===== src/sv/rrsb_pkg.sv =====
// Shared types and constants of the round-robin slice-budget scheduler.
`default_nettype none

package rrsb_pkg;

  localparam int unsigned ID_W    = 16;
  localparam int unsigned CNT_W   = 4;
  localparam int unsigned QCNT_W  = 4;
  localparam int unsigned ENTRY_W = ID_W + CNT_W;

  localparam logic [CNT_W-1:0] MAX_SLICES_RESET = CNT_W'(5);

  // Item kinds
  typedef enum logic {
    KIND_ADMIT = 1'b0,
    KIND_SLICE = 1'b1
  } kind_t;

  // Input word
  typedef struct packed {
    kind_t           kind;
    logic [ID_W-1:0] task_id;
    logic            still_runnable;
  } in_word_t;

  // Result word
  typedef struct packed {
    logic              grant_valid;
    logic [ID_W-1:0]   granted_task;
    logic [CNT_W-1:0]  slices_used;
    logic              retired;
    logic              admit_dropped;
    logic [QCNT_W-1:0] queue_count;
  } out_word_t;

  // One ring entry: slice count above the task identifier
  typedef struct packed {
    logic [CNT_W-1:0] slices;
    logic [ID_W-1:0]  id;
  } entry_t;

endpackage

`default_nettype wire


===== src/sv/rrsb_in_if.sv =====
// Valid/ready channel carrying scheduler input words.
`default_nettype none

interface rrsb_in_if;
  import rrsb_pkg::*;

  logic     valid;
  logic     ready;
  in_word_t data;

  modport source (output valid, output data, input ready);
  modport sink   (input valid, input data, output ready);
endinterface

`default_nettype wire


===== src/sv/rrsb_out_if.sv =====
// Valid/ready channel carrying scheduler result words.
`default_nettype none

interface rrsb_out_if;
  import rrsb_pkg::*;

  logic      valid;
  logic      ready;
  out_word_t data;

  modport source (output valid, output data, input ready);
  modport sink   (input valid, input data, output ready);
endinterface

`default_nettype wire


===== src/sv/rrsb_ram.sv =====
// Generic single-write, single-read RAM with registered read data.
`default_nettype none

module rrsb_ram #(
  parameter int unsigned WIDTH = 20,
  parameter int unsigned DEPTH = 8
) (
  input  wire logic                     clk,
  input  wire logic                     we,
  input  wire logic [$clog2(DEPTH)-1:0] waddr,
  input  wire logic [WIDTH-1:0]         wdata,
  input  wire logic [$clog2(DEPTH)-1:0] raddr,
  output logic      [WIDTH-1:0]         rdata
);

  logic [WIDTH-1:0] mem [DEPTH];

  // Write port and registered read port
  always_ff @(posedge clk) begin
    if (we) begin
      mem[waddr] <= wdata;
    end
    rdata <= mem[raddr];
  end

endmodule

`default_nettype wire


===== src/sv/round_robin_slice_budget_scheduler.sv =====
// Round-robin task scheduler with a per-task slice budget.
//
// Input channel in_ch carries one word per item: an admit puts task_id at
// the tail of the ready ring with zero slices used (or flags admit_dropped
// when the ring is full); a slice pops the head task, grants it a quantum
// and bumps its slice count. The task retires when the count reaches
// max_slices, else it goes back to the tail if still_runnable is set.
// Every input word yields exactly one result word on out_ch.
// cfg_we/cfg_wdata write max_slices; write it only while the block is idle.
// The result is registered, in the cycle after the input is taken.
// Throughput: one item per cycle. The ring RAM is read every cycle at the
// next head position, so the head entry is always staged for the next pop;
// a same-cycle write to that slot is forwarded through a bypass register.
// Reset clears head, tail, count and output valid and loads max_slices
// with 5; ring contents are not cleared and need no clearing pass.
// When the receiver stalls, the result waits in the output register and
// in_ch.ready stays low until it is taken.
`default_nettype none

module round_robin_slice_budget_scheduler #(
  parameter int unsigned QUEUE_DEPTH = 8
) (
  input  wire logic                      clk,
  input  wire logic                      rst_n,
  rrsb_in_if.sink                        in_ch,
  rrsb_out_if.source                     out_ch,
  input  wire logic                      cfg_we,
  input  wire logic [rrsb_pkg::CNT_W-1:0] cfg_wdata
);
  import rrsb_pkg::*;

  localparam int unsigned IW = $clog2(QUEUE_DEPTH);
  localparam int unsigned CW = $clog2(QUEUE_DEPTH + 1);

  logic [IW-1:0]    head_r, head_nxt;
  logic [IW-1:0]    tail_r, tail_nxt;
  logic [CW-1:0]    count_r, count_nxt;
  logic [CNT_W-1:0] max_r;
  logic             byp_r, byp_nxt;
  entry_t           byp_data_r;
  logic             out_valid_r, out_valid_nxt;
  out_word_t        out_r, out_nxt;

  entry_t           ram_rdata;
  entry_t           head_entry;
  entry_t           wr_data;
  logic             accept, is_admit, full, pop, push_admit, requeue, wr_en, retire;
  logic [CNT_W-1:0] used;

  function automatic logic [IW-1:0] ring_next(input logic [IW-1:0] pos);
    return (pos == IW'(QUEUE_DEPTH - 1)) ? '0 : pos + IW'(1);
  endfunction

  // Ring storage, read every cycle at the next head position
  rrsb_ram #(
    .WIDTH (ENTRY_W),
    .DEPTH (QUEUE_DEPTH)
  ) u_ring (
    .clk   (clk),
    .we    (wr_en),
    .waddr (tail_r),
    .wdata (wr_data),
    .raddr (head_nxt),
    .rdata (ram_rdata)
  );

  // Handshake
  assign in_ch.ready  = !out_valid_r || out_ch.ready;
  assign accept       = in_ch.valid && in_ch.ready;
  assign out_ch.valid = out_valid_r;
  assign out_ch.data  = out_r;

  // Head entry, with forwarding of a write that landed on the read slot
  assign head_entry = byp_r ? byp_data_r : ram_rdata;

  // Item decode and queue update
  always_comb begin
    is_admit   = (in_ch.data.kind == KIND_ADMIT);
    full       = (count_r == CW'(QUEUE_DEPTH));
    pop        = accept && !is_admit && (count_r != '0);
    push_admit = accept && is_admit && !full;
    used       = head_entry.slices + CNT_W'(1);
    retire     = (used >= max_r);
    requeue    = pop && !retire && in_ch.data.still_runnable;
    wr_en      = push_admit || requeue;

    wr_data = '0;
    if (push_admit) begin
      wr_data.id = in_ch.data.task_id;
    end else begin
      wr_data.id     = head_entry.id;
      wr_data.slices = used;
    end

    head_nxt = pop   ? ring_next(head_r) : head_r;
    tail_nxt = wr_en ? ring_next(tail_r) : tail_r;

    count_nxt = count_r;
    if (push_admit) begin
      count_nxt = count_r + CW'(1);
    end else if (pop && !requeue) begin
      count_nxt = count_r - CW'(1);
    end

    byp_nxt = wr_en && (tail_r == head_nxt);
  end

  // Result word
  always_comb begin
    out_nxt               = '0;
    out_nxt.grant_valid   = pop;
    out_nxt.granted_task  = pop ? head_entry.id : '0;
    out_nxt.slices_used   = pop ? used : '0;
    out_nxt.retired       = pop && retire;
    out_nxt.admit_dropped = accept && is_admit && full;
    out_nxt.queue_count   = QCNT_W'(count_nxt);
  end

  assign out_valid_nxt = accept ? 1'b1 : (out_ch.ready ? 1'b0 : out_valid_r);

  // State registers
  always_ff @(posedge clk) begin
    if (!rst_n) begin
      head_r      <= '0;
      tail_r      <= '0;
      count_r     <= '0;
      max_r       <= MAX_SLICES_RESET;
      byp_r       <= 1'b0;
      out_valid_r <= 1'b0;
    end else begin
      if (accept) begin
        head_r  <= head_nxt;
        tail_r  <= tail_nxt;
        count_r <= count_nxt;
      end
      if (cfg_we) begin
        max_r <= cfg_wdata;
      end
      byp_r       <= byp_nxt;
      out_valid_r <= out_valid_nxt;
    end
  end

  // Payload registers
  always_ff @(posedge clk) begin
    byp_data_r <= wr_data;
    if (accept) begin
      out_r <= out_nxt;
    end
  end

  // Checks
  a_count_bound: assert property (@(posedge clk) disable iff (!rst_n)
    count_r <= CW'(QUEUE_DEPTH))
    else $error("waiting count exceeds ring depth");

  a_empty_no_grant: assert property (@(posedge clk) disable iff (!rst_n)
    accept && !is_admit && (count_r == '0) |=> out_valid_r && !out_r.grant_valid)
    else $error("grant issued from an empty ring");

  a_full_drop: assert property (@(posedge clk) disable iff (!rst_n)
    accept && is_admit && full |=> out_r.admit_dropped && $stable(count_r))
    else $error("admit into a full ring not dropped");

  a_idle_hold: assert property (@(posedge clk) disable iff (!rst_n)
    !accept |=> $stable(head_r) && $stable(tail_r) && $stable(count_r))
    else $error("queue state moved without an item");

  a_retire_limit: assert property (@(posedge clk) disable iff (!rst_n)
    out_valid_r && out_r.retired |-> out_r.grant_valid && (out_r.slices_used >= max_r))
    else $error("task retired below its slice budget");

  a_bypass_src: assert property (@(posedge clk) disable iff (!rst_n)
    byp_r |-> $past(wr_en))
    else $error("bypass set without a ring write");

endmodule

`default_nettype wire


===== src/flat_wrapper.sv =====
// flat-port wrapper written by rule: the top's interface ports become plain ports
module round_robin_slice_budget_scheduler_flat import rrsb_pkg::*;
#(
  parameter int unsigned QUEUE_DEPTH = 8
)
  (clk, rst_n, cfg_we, cfg_wdata, in_ch_valid, in_ch_data, in_ch_ready, out_ch_valid, out_ch_data, out_ch_ready);
  rrsb_in_if in_ch_i ();
  rrsb_out_if out_ch_i ();
  input  wire logic clk;
  input  wire logic rst_n;
  input  wire logic cfg_we;
  input  wire logic [rrsb_pkg::CNT_W-1:0] cfg_wdata;
  input wire logic [$bits(in_ch_i.valid)-1:0] in_ch_valid;
  input wire logic [$bits(in_ch_i.data)-1:0] in_ch_data;
  output wire logic [$bits(in_ch_i.ready)-1:0] in_ch_ready;
  output wire logic [$bits(out_ch_i.valid)-1:0] out_ch_valid;
  output wire logic [$bits(out_ch_i.data)-1:0] out_ch_data;
  input wire logic [$bits(out_ch_i.ready)-1:0] out_ch_ready;
  assign in_ch_i.valid = in_ch_valid;
  assign in_ch_i.data = in_ch_data;
  assign in_ch_ready = in_ch_i.ready;
  assign out_ch_valid = out_ch_i.valid;
  assign out_ch_data = out_ch_i.data;
  assign out_ch_i.ready = out_ch_ready;
  round_robin_slice_budget_scheduler #(.QUEUE_DEPTH(QUEUE_DEPTH)) u_core (.clk(clk), .rst_n(rst_n), .in_ch(in_ch_i), .out_ch(out_ch_i), .cfg_we(cfg_we), .cfg_wdata(cfg_wdata));
endmodule

===== config.mk =====
export PLATFORM = sky130hd
export DESIGN_NAME = round_robin_slice_budget_scheduler_flat
export DESIGN_NICKNAME = d
export VERILOG_FILES = /design/src/sv/rrsb_pkg.sv /design/src/sv/rrsb_in_if.sv /design/src/sv/rrsb_out_if.sv /design/src/sv/rrsb_ram.sv /design/src/sv/round_robin_slice_budget_scheduler.sv /design/src/flat_wrapper.sv
export SDC_FILE = /design/constraint.sdc
export NUM_CORES = 1
export LEC_CHECK = 0
export ABC_AREA = 1
export BUFFER_PORTS_ARGS = -buffer_cell sky130_fd_sc_hd__buf_2
export CORE_UTILIZATION = 45
export CTS_CLUSTER_SIZE = 28
export DETAILED_ROUTE_END_ITERATION = 8
export SLEW_MARGIN = 40
export SYNTH_ARGS = -nofsm -noshare
export SYNTH_HDL_FRONTEND = slang
export SYNTH_SLANG_ARGS = --single-unit
export TNS_END_PERCENT = 1

===== constraint.sdc =====
create_clock -name clk -period 5 [get_ports clk]
set_input_delay 1 -clock clk [delete_from_list [all_inputs] [get_ports clk]]
set_output_delay 1 -clock clk [all_outputs]
set_load 0.1 [all_outputs]

-- After elaboration in Yosys (flattened, before gate mapping)
Memory sizes are Yosys's and may differ from the RTL's. A register that Yosys moved wholly into a read port is not among the register bits.
Cells that the tools add are included.
- register bits after elaboration: 63
- latch bits: 0
- bits in writable memories: 160
- memory bits (read-only): 0
- input bits: 27
- output and inout bits: 29
- word-level logic and storage cells: 58
- memories: 1
- add/subtract/negate cells: 5
- multipliers: 0
- divide/modulo/power cells: 0
- magnitude comparators: 1
- eq/ne operators: 4
- shift-type cells: 0
- mux-type cells: 12
- bitwise logic cells: 1
- reductions and logical operators: 20
- memories (name ; words ; bits a word ; rd ports ; clocked after Yosys merged registers in ; wr ports ; RTL line ; source):
    u_core.u_ring.mem ; 8 ; 20 ; 1 ; 1 ; 1 ; rrsb_ram.sv:16 ; logic [WIDTH-1:0] mem [DEPTH];
- operators by type and width (kind ; count):
    $mux W20 ; 1
    $mux W16 ; 1
    $mux W4 ; 3
    $logic_and A1 B1 Y1 ; 11
    $mux W3 ; 3
    $add A4 B1 Y4 const B ; 2
    $add A3 B1 Y3 const B ; 2
    $eq A3 B3 Y1 const B ; 2
    $eq A4 B4 Y1 const B ; 1
    $ge A4 B4 Y1 ; 1
    $logic_not A1 Y1 ; 4
    $mux W1 ; 4
    $reduce_bool A4 Y1 ; 1
    $sub A4 B1 Y4 const B ; 1
    $eq A3 B3 Y1 ; 1
    $logic_or A1 B1 Y1 ; 2
    $reduce_and A2 Y1 ; 1
    $reduce_bool A2 Y1 ; 1
    $not A1 Y1 ; 1

-- Longest topological paths before layout
- depth in word-level cells: 11
- depth in mapped cells: 17
- depth with buffers taken out: 16

-- By module
Synthesis repeated with hierarchy kept, for this count alone.
- cell total of the unflattened synthesis: 1013
- area, all modules: 10234.8 um^2
- by module, submodules not included (module ; instances ; cells an instance ; area each (um^2) ; sequential area each (um^2)):
    rrsb_ram ; 1 ; 730 ; 7459.7 ; 5205.0
    round_robin_slice_budget_scheduler ; 1 ; 283 ; 2775.2 ; 1531.5

-- Least setup slack after synthesis
No wires, ideal clock.
- kind: input -> register
- start: in out_ch_ready
- end: mem u_core.u_ring.mem[0][0], enable pin
- setup time: 0.397 ns
- arrival: 3.477 ns
- path slack: 1.127 ns
- cell stages on the path: 6
- path through: inv_1 a21oi_2 nand3_1 nand2_1 nand2_1 nor2_1
- longest elaborated chain between the ends: 9
- elaborated cells between the ends (all ways): 11
- classes of those cells: mux: 2; reduce/logical: 9
- ends and longest elaborated chain (what ; RTL line ; source):
    from (decl) ; flat_wrapper.sv:18 ; input wire logic [$bits(out_ch_i.ready)-1:0] out_ch_ready;
    $logic_or A1 B1 Y1 * ; round_robin_slice_budget_scheduler.sv:68 ; assign in_ch.ready = !out_valid_r || out_ch.ready;
    $logic_and A1 B1 Y1 * ; round_robin_slice_budget_scheduler.sv:69 ; assign accept = in_ch.valid && in_ch.ready;
    net u_core.accept ; round_robin_slice_budget_scheduler.sv:47 ; logic accept, is_admit, full, pop, push_admit, requeue, wr_en, retire;
    $logic_and A1 B1 Y1 (2 in a row) ; round_robin_slice_budget_scheduler.sv:80 ; pop = accept && !is_admit && (count_r != '0);
    $logic_and A1 B1 Y1 (2 in a row) ; round_robin_slice_budget_scheduler.sv:84 ; requeue = pop && !retire && in_ch.data.still_runnable;
    $logic_or A1 B1 Y1 * ; round_robin_slice_budget_scheduler.sv:85 ; wr_en = push_admit || requeue;
    $mux W1 * ; rrsb_ram.sv:20 ; if (we) begin
    $mux W1 (implied by the code) * ; rrsb_ram.sv:21 ; mem[waddr] <= wdata;
    to (decl) ; rrsb_ram.sv:16 ;
The timed path passes the listed nets; every way through them passes the cells marked *.

-- Worst setup path in the final report
- start: reg u_core.byp_r
- end: mem u_core.u_ring.mem[1][2], enable pin
- longest elaborated chain between the ends: 9
- ends and longest elaborated chain (what ; RTL line ; source):
    from (decl) ; round_robin_slice_budget_scheduler.sv:39 ; logic byp_r, byp_nxt;
    from (signal assigned) ; round_robin_slice_budget_scheduler.sv:139 ; byp_r <= byp_nxt;
    $mux W20 ; round_robin_slice_budget_scheduler.sv:74 ; assign head_entry = byp_r ? byp_data_r : ram_rdata;
    $add A4 B1 Y4 ; round_robin_slice_budget_scheduler.sv:82 ; used = head_entry.slices + CNT_W'(1);
    net u_core.used[3] ; round_robin_slice_budget_scheduler.sv:48 ; logic [CNT_W-1:0] used;
    $ge A4 B4 Y1 ; round_robin_slice_budget_scheduler.sv:83 ; retire = (used >= max_r);
    $logic_not A1 Y1 ; round_robin_slice_budget_scheduler.sv:84 ;
    $logic_and A1 B1 Y1 (2 in a row) ; round_robin_slice_budget_scheduler.sv:84 ;
    $logic_or A1 B1 Y1 ; round_robin_slice_budget_scheduler.sv:85 ;
    $mux W1 ; rrsb_ram.sv:20 ;
    $mux W1 (implied by the code) ; rrsb_ram.sv:21 ;
The timed path passes the listed nets, and every way through them passes these cells.

==> out/qor.yml <==
max_freq_ghz: 0.259
max-vdd-ir-drop_uv: 225
pre_cts_slack_ns: 1.10
synthTopCellsByArea: "edfxtp_1 (55%), dfxtp_1 (11%), nand2_1 (11%), inv_1 (6.3%), nand3_1 (4.5%)"
core_um2: 22000
ios: 56
n_antenna_cell: 0
finalMaxSlewViolations: 0
rows: 54
power.share.switching_pct: 31.3
fin_ws_ns: 1.14
crit_required_ns: 5.20
drive_gt1_share_pct: 12.5
worst_pin_slew_ns: 0.927
grt_use_total_pct: 19.2
post_drt_wl_per_cell_um: 16.3
drtIter0Drc: 505
hold-path-cell-count: 2
synth_edf_count: 187
cp_common_cell: "nand2_1"
finalSetupTns_ns: 0
synth_most_common_cell: "nand2_1"
syn_to_final_growth_pct: 13.7
crit_chain: "buf_4 -> mux2_2 -> nand3_1 -> xor2_1 -> inv_1 -> ha_1 -> nand2_1 -> inv_1 -> nand2_1 -> nand3_1 -> inv_1 -> nand2_1 -> nand2_1 -> nand2_1 -> nor2_2 -> buf_4"
tritoncts: "done"
vias: 6498
rsz0062_at_grt: "no"
synth.avg_cell_area_um2: 10.3
synth_cell_types: 30
p_clk_share_pct: 30.5
maxCapViolations: 0
slew-limit-headroom_pct: 38.0
synthFlopType: "edfxtp_1"
cts_resized: 0
synth_fp_nets: 1024
period_share_pct: 77.2
cell_internal_pwr_uw: 3950
drt_first_pass_iters: 7
p_comb_share_pct: 23.2
async_flop_share_pct: 0
netlist_area_um2: 10100
synthCells: 986
wl_um: 22000
pwr-share-seq_pct: 46.3
cp_max_fo: 15
p_leak_uw: 0.00508
arrival_ns: 4.06
numCtsBuffers: 26
dieArea_um2: 23100
outcome: "finished, violations left"
violations: "design-rule violations"
post_cts_buffers: 0
clock_latency_ns: 0.52
p_per_area_nw_per_um2: 499
ys_top_cells_by_count: "nand2_1 (293), edfxtp_1 (187), inv_1 (170), nand3_1 (92), dfxtp_1 (56)"
portBuffers: 55
crit_path_start_kind: "flop"
cts.clk_slew.worst_paths_ns: 0.06
dieHeight_um: 152
min_period_ns: 3.86
start_util_pct: 46.2
antenna_left: 0
htreeDepth: 1
grt_overflow: 0
hold_path_end: "u_core.max_r[3]"
cts_num_sinks: 243
hp-start: "u_core.max_r[3]"
finalHoldViolations: 0
hold_path_class: "reg2reg"
antenna_found_initial: 0
place_inst: 1303
endpoint_kind: "flop"
nets: 1089
die_x_um: 152
fin_cells: 1350
rr_worst_depth: 16
timing.rr.start: "u_core.byp_r"
ys_seq_elements: 243
cts_buffer_depth: 3
yosys.area.top_type: "edfxtp_1"
r2r_slack_ns: 1.14
final-setup-viol-count: 0
grt_pass1_wl_um: 34500
grt_pass1_vias: 6038
slowest_stage: "dfxtp_1"
vias_per_cell: 4.81
max_stage_delay_ns: 0.46
path_class: "reg2reg"
gp_congestion: 0.811
hold_slack_ns: 0.470
synth_largest_type_area_fraction_pct: 55.4
ctsRootBufferMaster: "clkbuf_16"
yosysSeqAreaShare_pct: 66.4
ctsHoldBuffers: 0
p_sw_uw: 1800
grt_max_degree: 82
reg2reg_to: "u_core.u_ring.mem[1][2]"
clock_skew_ns: 0.00853
drcViolationCount: 20
dp_hpwl_um: 13900
yosysWarnings: 0
==> worst max-delay path, delay by kind of cell (launching register included) <==
kind | cells | cell delay (ns)
flip-flops | 1 | 0.46
buffers and inverters | 5 | 0.91
multiplexers | 1 | 0.39
XOR/XNOR | 1 | 0.23
AND/OR/NAND/NOR | 8 | 1.23
adder cells (fa/ha/maj) | 1 | 0.30
==> cells in the final DEF, fill, tap and decap left out, types with 19 or more instances in the layout <==
cell type / count
nand2_1: 293
edfxtp_1: 187
inv_1: 168
nand3_1: 92
dfxtp_1: 56
buf_2: 55
nor2_1: 34
clkbuf_16: 27
nand3b_1: 20
buf_4: 19
==> state kept, by name, summed over array words and instances (netlist names) <==
signal / cells
u_core.u_ring.mem: 160
u_core.head_r: 3
u_core.max_r: 4
u_core.out_ch.data: 27
u_core.byp_r: 1
u_core.tail_r: 3
u_core.byp_data_r: 20
u_core.count_r: 4
u_core.u_ring.rdata: 20
u_core.out_ch.valid: 1
==> layout make-up <==
type                       instances  area (µm²)
timing repair buffer              75         429
clock buffer                      44         759
sequential                       243        6740
inverter                         174         653
tap                              280         350
clock inverter                     3        12.5
fill                            1942       10400
multi-input combinational        531        2590
==> metrics by stage <==
step,total power (µW),cell area [µm²],utilization [%]
after CTS,5790,11500,52.5
after global placement,4030,10700,49.0
after floorplan,3590,10100,-
final,5760,11500,52.5
after detailed placement,4040,10800,49.0
after global routing,6030,11500,52.5
==> power by group through the flow <==
stage          combinational (µW)  clock, µW  sequential, µW
6_report                     1340       1750            2670
3_5_place_dp                 1330          0            2710
2_1_floorplan                 758          0            2830
4_1_cts                      1340       1780            2670
5_1_grt                      1480       1860            2690
3_3_place_gp                 1320          0            2710
==> cell families (layout without fill, tap and decap cells) <==
| group | count (synthesis) | in the layout | synth area share [%] |
|---|---|---|---|
| xor gates and xnor gates | 3 | 3 | 0.259 |
| AOI/OAI and AO/OA | 36 | 36 | 1.99 |
| muxes | 20 | 20 | 2.02 |
| adders and majority gates | 11 | 11 | 1.36 |
| DFF | 243 | 243 | 66.4 |
| buffers and inverters | 212 | 296 | 8.38 |
| and+or+nand+nor | 461 | 461 | 19.6 |
==> metal layers <==
layer	GRT usage (%)	share of wire, %	vias up
met5	0	0	-
met3	3.02	6.7	24
met4	3.84	1.2	0
li1	-	-	3286
met2	29.5	44	205
met1	28.7	49	2983
==> worst max-delay path by stage <==
stage,startpoint,end
floorplan,out_ch_ready,u_core.u_ring.mem[0][0]
global placement,u_core.byp_r,u_core.u_ring.mem[7][6]
detailed placement,u_core.byp_r,u_core.u_ring.mem[1][5]
CTS,u_core.byp_r,u_core.u_ring.mem[1][10]
global route,u_core.byp_r,u_core.u_ring.mem[1][2]
finish,u_core.byp_r,u_core.u_ring.mem[1][2]
(Power assumes the default switching activity.)
